--- src/hdl/crc_pkg.sv ---
// ----------------------------------------------------------------------------
// crc_pkg: shared types and constants for the curl repetition counter
// Field widths, phase codes, register indexes and fixed thresholds.
// ----------------------------------------------------------------------------
package crc_pkg;

  // field widths
  localparam int ANGLE_W  = 9;
  localparam int TILT_W   = 9;
  localparam int ACCEL_W  = 16;
  localparam int COUNT_W  = 10;
  localparam int REPS_W   = 8;
  localparam int CFG_IDX_W  = 3;
  localparam int CFG_DATA_W = 16;

  // fixed thresholds of the hold phase
  localparam logic [COUNT_W-1:0] HOLD_SAMPLES = COUNT_W'(100);
  localparam logic [TILT_W-1:0]  HOLD_TILT    = TILT_W'(30);

  // running minimum restart value, counter ceiling and tilt ceiling
  localparam logic [TILT_W-1:0]  MIN_RESET = TILT_W'(90);
  localparam logic [COUNT_W-1:0] CNT_MAX   = {COUNT_W{1'b1}};
  localparam logic [TILT_W-1:0]  TILT_MAX  = {TILT_W{1'b1}};

  // register reset values
  localparam logic [TILT_W-1:0]  UP_RESET     = TILT_W'(60);
  localparam logic [TILT_W-1:0]  DOWN_RESET   = TILT_W'(20);
  localparam logic signed [ACCEL_W-1:0] ACCEL_RESET = -ACCEL_W'(200);
  localparam logic [COUNT_W-1:0] PIVOT_RESET  = COUNT_W'(20);
  localparam logic [REPS_W-1:0]  TARGET_RESET = REPS_W'(10);

  // phase codes as seen on the result
  typedef enum logic [1:0] {
    PHASE_CAL   = 2'd0,
    PHASE_HOLD  = 2'd1,
    PHASE_COUNT = 2'd2
  } phase_t;

  // configuration register indexes
  typedef enum logic [CFG_IDX_W-1:0] {
    CFG_UP_THRESHOLD      = 3'd0,
    CFG_DOWN_THRESHOLD    = 3'd1,
    CFG_PIVOT_ACCEL_LIMIT = 3'd2,
    CFG_PIVOT_SAMPLES     = 3'd3,
    CFG_TARGET_REPS       = 3'd4
  } cfg_idx_t;

endpackage

--- src/hdl/crc_tilt.sv ---
// ----------------------------------------------------------------------------
// crc_tilt: tilt relative to the stored level
// Forms |(|pitch| + |roll|) - level|, saturated to the tilt width.
// ----------------------------------------------------------------------------
module crc_tilt (
  input  logic signed [crc_pkg::ANGLE_W-1:0] pitch,
  input  logic signed [crc_pkg::ANGLE_W-1:0] roll,
  input  logic        [crc_pkg::TILT_W-1:0]  level,
  output logic        [crc_pkg::TILT_W-1:0]  tilt
);

  localparam int SUM_W  = crc_pkg::ANGLE_W + 1;
  localparam int DIFF_W = SUM_W + 1;

  logic [crc_pkg::ANGLE_W-1:0] pitch_mag;
  logic [crc_pkg::ANGLE_W-1:0] roll_mag;
  logic [SUM_W-1:0]            mag_sum;
  logic signed [DIFF_W-1:0]    diff;
  logic [DIFF_W-1:0]           diff_mag;

  // magnitudes; the most negative angle maps to its unsigned magnitude
  assign pitch_mag = pitch[crc_pkg::ANGLE_W-1] ? (~pitch + 1'b1) : pitch;
  assign roll_mag  = roll[crc_pkg::ANGLE_W-1]  ? (~roll + 1'b1)  : roll;

  assign mag_sum = SUM_W'(pitch_mag) + SUM_W'(roll_mag);
  assign diff    = $signed(DIFF_W'(mag_sum)) - $signed(DIFF_W'(level));
  assign diff_mag = diff[DIFF_W-1] ? (~diff + 1'b1) : diff;

  // saturate to the tilt range
  assign tilt = (diff_mag > DIFF_W'(crc_pkg::TILT_MAX)) ? crc_pkg::TILT_MAX
                                                         : diff_mag[crc_pkg::TILT_W-1:0];

endmodule

--- src/hdl/curl_repetition_counter.sv ---
// ----------------------------------------------------------------------------
// curl_repetition_counter: counts arm curls from motion sensor samples
// Calibration, hold-still and rep counting over a valid/stall sample stream.
// ----------------------------------------------------------------------------
// Every accepted sample beat yields exactly one result beat. A sample is
// captured in an input register and, once the result register is free, the
// tilt and all phase, counter and flag updates are computed in one pass and
// land in the result register together with the new state, so one sample
// is taken every cycle while results are taken without stalls. The result
// register decouples the two sides: the block keeps taking samples while a
// result waits, until both its registers are full. Configuration is to be
// written by the user through cfg_write/cfg_index/cfg_data only while idle;
// the block itself does not enforce this.
module curl_repetition_counter (
  input  logic clk,
  input  logic rst,
  // configuration write port
  input  logic                                 cfg_write,
  input  logic [crc_pkg::CFG_IDX_W-1:0]        cfg_index,
  input  logic [crc_pkg::CFG_DATA_W-1:0]       cfg_data,
  // sample channel
  input  logic                                 in_valid,
  output logic                                 in_stall,
  input  logic signed [crc_pkg::ANGLE_W-1:0]   pitch_angle,
  input  logic signed [crc_pkg::ANGLE_W-1:0]   roll_angle,
  input  logic signed [crc_pkg::ACCEL_W-1:0]   vertical_accel,
  input  logic                                 button,
  // result channel
  output logic                                 out_valid,
  input  logic                                 out_stall,
  output logic [1:0]                           phase,
  output logic [crc_pkg::REPS_W-1:0]           rep_count,
  output logic [crc_pkg::REPS_W-1:0]           best_reps,
  output logic                                 pivot_seen,
  output logic                                 set_done,
  output logic [crc_pkg::TILT_W-1:0]           tilt
);

  function automatic logic [crc_pkg::COUNT_W-1:0] sat_inc(
    input logic [crc_pkg::COUNT_W-1:0] c
  );
    sat_inc = (c == crc_pkg::CNT_MAX) ? c : c + 1'b1;
  endfunction

  // configuration registers
  logic [crc_pkg::TILT_W-1:0]         up_threshold;
  logic [crc_pkg::TILT_W-1:0]         down_threshold;
  logic signed [crc_pkg::ACCEL_W-1:0] pivot_accel_limit;
  logic [crc_pkg::COUNT_W-1:0]        pivot_samples;
  logic [crc_pkg::REPS_W-1:0]         target_reps;

  // input register
  logic                               in_full;
  logic signed [crc_pkg::ANGLE_W-1:0] pitch_q;
  logic signed [crc_pkg::ANGLE_W-1:0] roll_q;
  logic signed [crc_pkg::ACCEL_W-1:0] accel_q;
  logic                               button_q;

  // tracking state
  logic [crc_pkg::TILT_W-1:0]  level_offset, level_offset_next;
  logic                        calibrated, calibrated_next;
  logic                        set_active, set_active_next;
  logic [crc_pkg::REPS_W-1:0]  reps_done, reps_done_next;
  logic [crc_pkg::COUNT_W-1:0] sample_counter, sample_counter_next;
  logic [crc_pkg::TILT_W-1:0]  tilt_min, tilt_min_next;
  logic [crc_pkg::TILT_W-1:0]  tilt_max, tilt_max_next;
  logic                        pivot_flag, pivot_flag_next;
  logic                        rising_flag, rising_flag_next;
  logic [crc_pkg::REPS_W-1:0]  record_reps, record_reps_next;
  logic                        done_next;

  logic                        advance;
  logic [crc_pkg::TILT_W-1:0]  tilt_cur;
  logic [crc_pkg::COUNT_W-1:0] cnt_inc;
  logic [crc_pkg::TILT_W-1:0]  max_upd;
  logic [crc_pkg::TILT_W-1:0]  min_base;
  logic [crc_pkg::REPS_W-1:0]  reps_inc;
  logic                        pivot_fire;
  crc_pkg::phase_t             phase_next;

  // handshake: a sample moves on when the result register is free
  assign advance  = in_full && (!out_valid || !out_stall);
  assign in_stall = in_full && !advance;

  // configuration writes
  always_ff @(posedge clk) begin
    if (rst) begin
      up_threshold      <= crc_pkg::UP_RESET;
      down_threshold    <= crc_pkg::DOWN_RESET;
      pivot_accel_limit <= crc_pkg::ACCEL_RESET;
      pivot_samples     <= crc_pkg::PIVOT_RESET;
      target_reps       <= crc_pkg::TARGET_RESET;
    end else if (cfg_write) begin
      unique case (cfg_index)
        crc_pkg::CFG_UP_THRESHOLD:      up_threshold      <= cfg_data[crc_pkg::TILT_W-1:0];
        crc_pkg::CFG_DOWN_THRESHOLD:    down_threshold    <= cfg_data[crc_pkg::TILT_W-1:0];
        crc_pkg::CFG_PIVOT_ACCEL_LIMIT: pivot_accel_limit <= $signed(cfg_data);
        crc_pkg::CFG_PIVOT_SAMPLES:     pivot_samples     <= cfg_data[crc_pkg::COUNT_W-1:0];
        crc_pkg::CFG_TARGET_REPS:       target_reps       <= cfg_data[crc_pkg::REPS_W-1:0];
        default: ;
      endcase
    end
  end

  // input register control
  always_ff @(posedge clk) begin
    if (rst) begin
      in_full <= 1'b0;
    end else if (!in_stall) begin
      in_full <= in_valid;
    end
  end

  // input register payload
  always_ff @(posedge clk) begin
    if (!in_stall && in_valid) begin
      pitch_q  <= pitch_angle;
      roll_q   <= roll_angle;
      accel_q  <= vertical_accel;
      button_q <= button;
    end
  end

  crc_tilt u_tilt (
    .pitch (pitch_q),
    .roll  (roll_q),
    .level (level_offset),
    .tilt  (tilt_cur)
  );

  // shared helper terms
  assign cnt_inc  = sat_inc(sample_counter);
  assign max_upd  = (tilt_cur > tilt_max) ? tilt_cur : tilt_max;
  assign reps_inc = reps_done + 1'b1;
  assign pivot_fire = set_active && (reps_done < target_reps) && !button_q && !pivot_flag
                      && (accel_q < pivot_accel_limit) && (cnt_inc >= pivot_samples)
                      && (max_upd > up_threshold);
  assign min_base = pivot_fire ? crc_pkg::MIN_RESET : tilt_min;

  // state update for one sample
  always_comb begin
    level_offset_next   = level_offset;
    calibrated_next     = calibrated;
    set_active_next     = set_active;
    reps_done_next      = reps_done;
    sample_counter_next = sample_counter;
    tilt_min_next       = tilt_min;
    tilt_max_next       = tilt_max;
    pivot_flag_next     = pivot_flag;
    rising_flag_next    = rising_flag;
    record_reps_next    = record_reps;
    done_next           = 1'b0;
    if (!set_active) begin
      if (!calibrated) begin
        // calibration: on a button press, this sample's tilt becomes the level
        if (button_q) begin
          level_offset_next = tilt_cur;
          calibrated_next   = 1'b1;
        end
      end else begin
        // hold still before a set
        sample_counter_next = (tilt_cur <= crc_pkg::HOLD_TILT) ? cnt_inc : '0;
        if (sample_counter_next >= crc_pkg::HOLD_SAMPLES) begin
          set_active_next     = 1'b1;
          reps_done_next      = '0;
          sample_counter_next = '0;
        end
      end
    end else if (reps_done < target_reps && !button_q) begin
      tilt_max_next = max_upd;
      if (!pivot_flag) begin
        // pivot detection on sustained low acceleration
        if (accel_q < pivot_accel_limit) begin
          sample_counter_next = cnt_inc;
          if (pivot_fire) begin
            pivot_flag_next     = 1'b1;
            rising_flag_next    = 1'b1;
            sample_counter_next = '0;
          end
        end else begin
          sample_counter_next = '0;
        end
      end else if (tilt_cur < down_threshold && rising_flag && tilt_cur > tilt_min) begin
        // arm lowered and rising again: one curl
        reps_done_next   = reps_inc;
        rising_flag_next = 1'b0;
        pivot_flag_next  = 1'b0;
        tilt_max_next    = '0;
        if (reps_inc > record_reps) begin
          record_reps_next = reps_inc;
        end
      end
      tilt_min_next = (tilt_cur < min_base) ? tilt_cur : min_base;
    end else if (reps_done >= target_reps) begin
      set_active_next = 1'b0;
      done_next       = 1'b1;
    end
  end

  // phase after the sample
  always_comb begin
    if (set_active_next) begin
      phase_next = crc_pkg::PHASE_COUNT;
    end else if (calibrated_next) begin
      phase_next = crc_pkg::PHASE_HOLD;
    end else begin
      phase_next = crc_pkg::PHASE_CAL;
    end
  end

  // state registers
  always_ff @(posedge clk) begin
    if (rst) begin
      level_offset   <= '0;
      calibrated     <= 1'b0;
      set_active     <= 1'b0;
      reps_done      <= '0;
      sample_counter <= '0;
      tilt_min       <= crc_pkg::MIN_RESET;
      tilt_max       <= '0;
      pivot_flag     <= 1'b0;
      rising_flag    <= 1'b0;
      record_reps    <= '0;
    end else if (advance) begin
      level_offset   <= level_offset_next;
      calibrated     <= calibrated_next;
      set_active     <= set_active_next;
      reps_done      <= reps_done_next;
      sample_counter <= sample_counter_next;
      tilt_min       <= tilt_min_next;
      tilt_max       <= tilt_max_next;
      pivot_flag     <= pivot_flag_next;
      rising_flag    <= rising_flag_next;
      record_reps    <= record_reps_next;
    end
  end

  // result register control
  always_ff @(posedge clk) begin
    if (rst) begin
      out_valid <= 1'b0;
    end else if (advance) begin
      out_valid <= 1'b1;
    end else if (!out_stall) begin
      out_valid <= 1'b0;
    end
  end

  // result register payload
  always_ff @(posedge clk) begin
    if (advance) begin
      phase      <= phase_next;
      rep_count  <= reps_done_next;
      best_reps  <= record_reps_next;
      pivot_seen <= pivot_flag_next;
      set_done   <= done_next;
      tilt       <= tilt_cur;
    end
  end

  // a set only runs on a stored level
  a_active_calibrated: assert property (@(posedge clk) disable iff (rst)
    set_active |-> calibrated)
    else $error("set active without calibration");

  // the record never trails the current count
  a_record_covers: assert property (@(posedge clk) disable iff (rst)
    record_reps >= reps_done)
    else $error("best rep count below current count");

  // a new set starts from zero reps and a clear counter
  a_set_start: assert property (@(posedge clk) disable iff (rst)
    $rose(set_active) |-> (reps_done == '0) && (sample_counter == '0))
    else $error("set started with stale counters");

  // the ending beat reports the hold phase
  a_done_phase: assert property (@(posedge clk) disable iff (rst)
    (out_valid && set_done) |-> (phase == crc_pkg::PHASE_HOLD))
    else $error("set done beat with wrong phase");

endmodule
--- config.mk ---
export PLATFORM = sky130hd
export DESIGN_NAME = curl_repetition_counter
export DESIGN_NICKNAME = d
export VERILOG_FILES = /design/src/hdl/crc_pkg.sv /design/src/hdl/crc_tilt.sv /design/src/hdl/curl_repetition_counter.sv
export SDC_FILE = /design/constraint.sdc
export NUM_CORES = 1
export LEC_CHECK = 0
export ABC_AREA = 1
export BUFFER_PORTS_ARGS = -buffer_cell sky130_fd_sc_hd__buf_2
export CELL_PAD_IN_SITES_DETAIL_PLACEMENT = 1
export CELL_PAD_IN_SITES_GLOBAL_PLACEMENT = 1
export CORE_AREA = 2 2 113 198
export CTS_BUF_LIST = sky130_fd_sc_hd__clkbuf_2 sky130_fd_sc_hd__clkbuf_4 sky130_fd_sc_hd__clkbuf_8
export CTS_CLUSTER_DIAMETER = 30
export CTS_CLUSTER_SIZE = 30
export DETAILED_ROUTE_END_ITERATION = 10
export DIE_AREA = 0 0 115 200
export PLACE_DENSITY = 0.95
export SLEW_MARGIN = 10
export SYNTH_ARGS = -nofsm -noshare
export SYNTH_HDL_FRONTEND = slang
export SYNTH_SLANG_ARGS = --single-unit
--- constraint.sdc ---
create_clock -name clk -period 13.1 [get_ports clk]
set_input_delay 3.275 -clock clk [delete_from_list [all_inputs] [get_ports clk]]
set_output_delay 3.275 -clock clk [all_outputs]
set_load 0.005 [all_outputs]
; ---- After elaboration in Yosys (flattened, before gate mapping)
; Cells that the tools add are included.
[op_classes]
n_addsub = 7
magnitude_cmp = 13
n_eq_ne = 9
muxes = 51
bitwise_logic = 5
n_reduce_logical = 33
[op_table]
columns = cell, n
row1 = two-way mux 10 bit, 9
row2 = two-way mux 8 bit, 11
row3 = two-way mux 9 bit, 8
row4 = > comparator 9 bit, 3
row5 = two-way mux 1 bit, 22
row6 = "adder 9 x 1 -> 9 bit, second input constant", 2
row7 = < comparator 9 bit, 2
row8 = inverter 9 bit, 2
row9 = < comparator 16 bit, 1
row10 = logical AND 1 bit, 12
row11 = "adder 11 x 1 -> 11 bit, second input constant", 1
row12 = "> comparator 11 x 9 -> 1 bit, second input constant", 1
row13 = two-way mux 11 bit, 1
row14 = inverter 11 bit, 1
row15 = subtractor 10 x 9 -> 11 bit, 1
row16 = "adder 10 x 1 -> 10 bit, second input constant", 1
row17 = adder 9 x 9 -> 10 bit, 1
row18 = "== test 10 bit, second input constant", 1
row19 = >= comparator 10 bit, 1
row20 = ">= comparator 10 x 7 -> 1 bit, second input constant", 1
row21 = AND reduction 2 bit, 5
row22 = "<= comparator 9 x 5 -> 1 bit, second input constant", 1
row23 = "adder 8 x 1 -> 8 bit, second input constant", 1
row24 = >= comparator 8 bit, 1
row25 = other kinds (16), 28
[totals]
ff_bits = 175
input_bits = 59
out_inout_bits = 31
elab_cells = 145

; ---- Depth between registers and ports, before layout
[depth]
depth_word = 19
ltp_mapped = 62

; ---- Hierarchy
; Synthesis repeated with hierarchy kept, for this count alone.
[unflattened]
cells_unflattened = 1316
hier_area_um2 = 10521.3
[by_module_without_submodules]
columns = mod, instances, cells_each, area_each_um2, seq_area_each_um2
row1 = curl_repetition_counter, 1, 1085, 9130.0, 4144.0
row2 = crc_tilt, 1, 231, 1391.3, 0.0

; ---- Worst setup path before layout
; No wires, ideal clock.
[synth_timing]
kind = register to register
from = register pitch_q[0] (netlist bit)
to = register tilt_min[7] (netlist bit)
setup_ns = 0.067
arrival_ns = 7.492
required_ns = 13.033
path_slack_ns = 5.541
stages_incl_launch_ff = 57
path_buffers = 4
cell_sequence = edfxtp_1 -> inv_1 -> ha_1 -> inv_1 -> nor3_1 -> inv_1 -> nor3_1 -> inv_1 -> nand2_1 -> xor2_1 -> inv_1 -> fa_1 -> inv_1 -> ha_1 -> nand2_1 -> inv_1 -> a21oi_2 -> nand2_1 -> [21 not listed] -> o22ai_1 -> inv_1 -> nand2_1 -> nor2_1 -> nand3_1 -> clkbuf_1 -> nand2_1 -> ha_1 -> nand2_1 -> inv_1 -> o21bai_1 -> a21oi_1 -> a2111oi_4 -> nand2_4 -> buf_6 -> nand2_2 -> nand3_1 -> a21oi_2
[synth_via]
elab_chain_len = 17
[synth_rtl]
columns = element, line_no
row1 = start: declaration, curl_repetition_counter.sv:54  ; logic signed [crc_pkg::ANGLE_W-1:0] pitch_q;
row2 = start signal: assignment, curl_repetition_counter.sv:117  ; pitch_q <= pitch_angle;
row3 = inverter 9 bit, crc_tilt.sv:22  ; assign pitch_mag = pitch[crc_pkg::ANGLE_W-1] ? (~pitch + 1'b1) : pitch;
row4 = adder 9 x 1 -> 9 bit, crc_tilt.sv:22
row5 = two-way mux 9 bit *, crc_tilt.sv:22
row6 = adder 9 x 9 -> 10 bit *, crc_tilt.sv:25  ; assign mag_sum = SUM_W'(pitch_mag) + SUM_W'(roll_mag);
row7 = subtractor 10 x 9 -> 11 bit *, crc_tilt.sv:26  ; assign diff = $signed(DIFF_W'(mag_sum)) - $signed(DIFF_W'(level));
row8 = inverter 11 bit, crc_tilt.sv:27  ; assign diff_mag = diff[DIFF_W-1] ? (~diff + 1'b1) : diff;
row9 = adder 11 x 1 -> 11 bit, crc_tilt.sv:27
row10 = two-way mux 11 bit *, crc_tilt.sv:27
row11 = [2 not listed], -
row12 = "via tilt_cur, one bit", curl_repetition_counter.sv:73  ; logic [crc_pkg::TILT_W-1:0] tilt_cur;
row13 = > comparator 9 bit, curl_repetition_counter.sv:133  ; assign max_upd = (tilt_cur > tilt_max) ? tilt_cur : tilt_max;
row14 = two-way mux 9 bit, curl_repetition_counter.sv:133
row15 = > comparator 9 bit, curl_repetition_counter.sv:137  ; && (max_upd > up_threshold);
row16 = logical AND 1 bit, curl_repetition_counter.sv:137
row17 = two-way mux 9 bit, curl_repetition_counter.sv:138  ; assign min_base = pivot_fire ? crc_pkg::MIN_RESET : tilt_min;
row18 = < comparator 9 bit, curl_repetition_counter.sv:193  ; tilt_min_next = (tilt_cur < min_base) ? tilt_cur : min_base;
row19 = two-way mux 9 bit *, curl_repetition_counter.sv:193
row20 = end signal: assignment, curl_repetition_counter.sv:219  ; tilt_min <= crc_pkg::MIN_RESET;
row21 = end signal: assignment, curl_repetition_counter.sv:230  ; tilt_min <= tilt_min_next;
row22 = end: declaration, curl_repetition_counter.sv:65  ; logic [crc_pkg::TILT_W-1:0] tilt_min, tilt_min_next;
; The timed path passes the listed nets; every way through them passes the cells marked *.
; A chain may end at the register's enable or synchronous reset.

; ---- Worst setup path in the final report
[layout_timing]
from = register pitch_q[0] (netlist bit)
to = register tilt_min[5] (netlist bit)
; The elaborated chain is that of the path after synthesis.

==> reports/summary.txt <==
Post-route insts no fill -> 1687
Total of max-cap violations -> 0
CTS Buffer Depth -> 2
Core area -> 21320 sq um
CP top delay family -> simple AND/OR/NAND/NOR gates
Post-CTS setup buffers -> 0
Layout area overhead -> 10.25%
Total GRT Usage -> 29.95%
Worst slew pin tran -> 0.9524 ns
Post-synthesis sequential area ratio -> 39.28%
Antenna cells -> 0
Crit start category -> register
DRT iter0 DRCs -> 482
Max_slew headroom -> 36.43%
RSZ-0062 raised after global routing -> false
Placed cell areas -> 11200 sq um
FF/Latch Area -> 4144 sq um
Initial antenna violation count -> 0
Crit path top cell by count -> nand2_1
Final Cell Area -> 11630 sq um
Worst skew pair latency -> 0.50 ns
FFs w/ async S/R, synth -> 0%
Placed cells -> 1655
Hold_ws -> 0.4560 ns
Final core occ -> 54.55%
Max IR drop VDD -> 0.07804 mV
FF-to-FF End -> tilt_min[5]$_SDFFE_PP0P_
DR vias/cell -> 5.805
CTS tree -> built
Resized cells post-CTS -> 0
#FFs+latches synth -> 175
Warnings, synthesis -> 0
Final period util -> 75.67%
Fmax -> 100.9 MHz
Synthesized instance count -> 1338
Setup WS pre-CTS -> 3.741 ns
Largest net degree at the start of global routing -> 63
Detailed-route via count -> 9793
Type of the tightest min-delay check -> register to register
Hold buffer count at CTS -> 0
IO Port Bufs -> 89
FP Rows -> 71
Total power -> 1.767 mW
Initial Util -> 49.48%
CTS buffer count -> 17
Delay of the slowest cell on the worst path -> 0.63 ns
Clock-pin slew on the worst setup and hold paths -> 0.10 ns
# clock sinks -> 175
GRT overflow -> 0
Final GP Congestion -> 0.9132
Final WS setup -> 3.188 ns
Crit path launch -> pitch_q[0]$_DFFE_PP_
CP Max Fanout -> 16
Critical-path top delay cell -> a21oi_1
Final worst path period need -> 9.912 ns
Arrival time worst endpoint -> 10.33 ns
Layout cells sized above 1 -> 11.94%
Worst setup path class -> register to register
H-tree depth -> 4
Post-synth EDFFs -> 64
DR WL/cell -> 19.68 um
Register-to-register setup slack -> 3.19 ns
Bufs and invs on worst path -> 11
ANT nets after route -> 0
Multi-input logic area -> 5321 sq um
WP depth -> 54
Cell Area, Synth -> 10550 sq um
DRC -> 0
CTS root buffer -> clkbuf_8
R2R depth -> 54
Die footprint -> 23000 sq um
Fin. max-slew vios -> 0
Status -> finished clean
Netlist cell types -> 54
Worst hold start -> pivot_accel_limit[0]$_SDFFE_PP0P_
Final number of setup-violating endpoints -> 0
Syn_nets -> 1505
Main synth FF type -> dfxtp_1
Leakage power -> 5.513 nW
Fin Setup TNS -> 0 ns
Pwr/cell area -> 152.0 nW/um^2
First-pass GRT wire length -> 53.25 mm
Worst r2r src -> pitch_q[0]$_DFFE_PP_
Final Hold Vio Count -> 0
DR pass1 iterations -> 5
Vias in the first global route -> 10700
Final Routed Wirelength -> 33.19 mm
Clk_skew -> 0.01963 ns
Die height -> 200 um
Mapped Avg Cell Area -> 7.884 sq um
I/O Pins -> 90
Crit. End Element -> register
Req. time, crit path -> 13.52 ns
CP Capture Point -> tilt_min[5]$_SDFFE_PP0P_
Post-DP HPWL -> 23.97 mm
# nets final -> 1586
Fillers -> 2702
Die width -> 115 um
[cells in the final DEF (no fill, tap or decap), types with 3 or more instances in the layout]
master,netlist,routed
bufinv_16,0,3
xor2_1,16,16
nor2_1,78,77
ha_1,99,99
nand4_1,21,21
dfxtp_1,111,111
inv_6,0,4
o21ai_2,13,13
nand2_1,269,269
edfxtp_1,64,64
nand2_2,11,11
o21ai_0,70,70
a21oi_1,127,127
buf_4,0,8
nor3_1,19,19
nand3_1,68,68
clkinv_1,3,3
nor4_1,3,3
inv_1,236,236
fa_1,9,9
clkbuf_8,0,18
nand3b_1,4,4
xnor2_1,9,9
buf_2,1,89
nand2_4,4,4
o21ai_1,7,7
o211ai_1,28,28
a21oi_2,3,3
a211oi_1,3,3
[report_power, final]
part | leakage (nW) | switching, mW | internal [mW] | total [mW]
clock network | 0.213 | 0.217 | 0.200 | 0.416
registers | 1.52 | 0.0177 | 0.599 | 0.617
logic | 3.78 | 0.498 | 0.236 | 0.734
total | 5.51 | 0.733 | 1.03 | 1.77
[how the worst min path moves through the flow]
stage	to	cells after the start
2_1_floorplan	pivot_accel_limit[0]$_SDFFE_PP0P_	2
3_3_place_gp	pivot_accel_limit[0]$_SDFFE_PP0P_	2
3_5_place_dp	pivot_accel_limit[0]$_SDFFE_PP0P_	2
4_1_cts	pivot_accel_limit[0]$_SDFFE_PP0P_	2
5_1_grt	pivot_accel_limit[0]$_SDFFE_PP0P_	2
6_report	pivot_accel_limit[0]$_SDFFE_PP0P_	2
[per-layer routing]
layer / up-vias / share of wire (%) / global-route usage (%)
li1: 4572 / - / -
met1: 4767 / 36 / 29.64
met2: 319 / 54 / 55.40
met3: 135 / 3.5 / 4.469
met4: 0 / 7.3 / 22.22
met5: - / 0 / 0
[final cells by class]
| cell class | count | area share (%) |
|---|---|---|
| multi-input cells | 886 | 45.76 |
| flip-flops and latches | 175 | 35.63 |
| inverters | 242 | 7.832 |
| repair buffers | 97 | 4.346 |
| well taps | 255 | 2.743 |
| clock buffers | 19 | 2.195 |
| clock inverters | 13 | 1.495 |
[cells in the mapped netlist (4+ instances only)]
library cell | instances | area (sq um)
nor2_1 | 78 | 292.8
o21ai_2 | 13 | 113.9
fa_1 | 9 | 180.2
nand3_1 | 68 | 340.3
inv_1 | 236 | 885.9
o21ai_0 | 70 | 350.3
a21oi_1 | 127 | 635.6
xor2_1 | 16 | 140.1
o21ai_1 | 7 | 35.03
nand3b_1 | 4 | 30.03
nand2_1 | 269 | 1010
nand4_1 | 21 | 131.4
edfxtp_1 | 64 | 1922
nor3_1 | 19 | 95.09
o211ai_1 | 28 | 210.2
dfxtp_1 | 111 | 2222
nand2_4 | 4 | 45.04
clkbuf_1 | 26 | 97.59
xnor2_1 | 9 | 78.83
nand2_2 | 11 | 68.82
ha_1 | 99 | 1239
[registers in the layout, indices dropped and copies added, names as in the netlist, 9 cells and up]
name / cells
pivot_accel_limit: 16
pivot_samples: 10
tilt: 9
sample_counter: 10
up_threshold: 9
accel_q: 16
pitch_q: 9
roll_q: 9
down_threshold: 9
level_offset: 9
tilt_min: 9
tilt_max: 9
[cell families after synthesis]
family	Yosys count	share of synthesized area [%]
buffers and inverters	277	10.34
adder cells (fa/ha/maj)	108	13.45
multiplexers	1	0.09489
flip-flops	175	39.28
AO/OA/AOI/OAI	269	14.80
AND/OR/NAND/NOR	483	19.95
XOR/XNOR	25	2.076
[tightest hold or removal path, cell delays in order (launching register included)]
cell and delay [ns]:
dfxtp_1 0.31, inv_1 0.06, a21oi_1 0.05
Power figures use the tool's default switching activity.
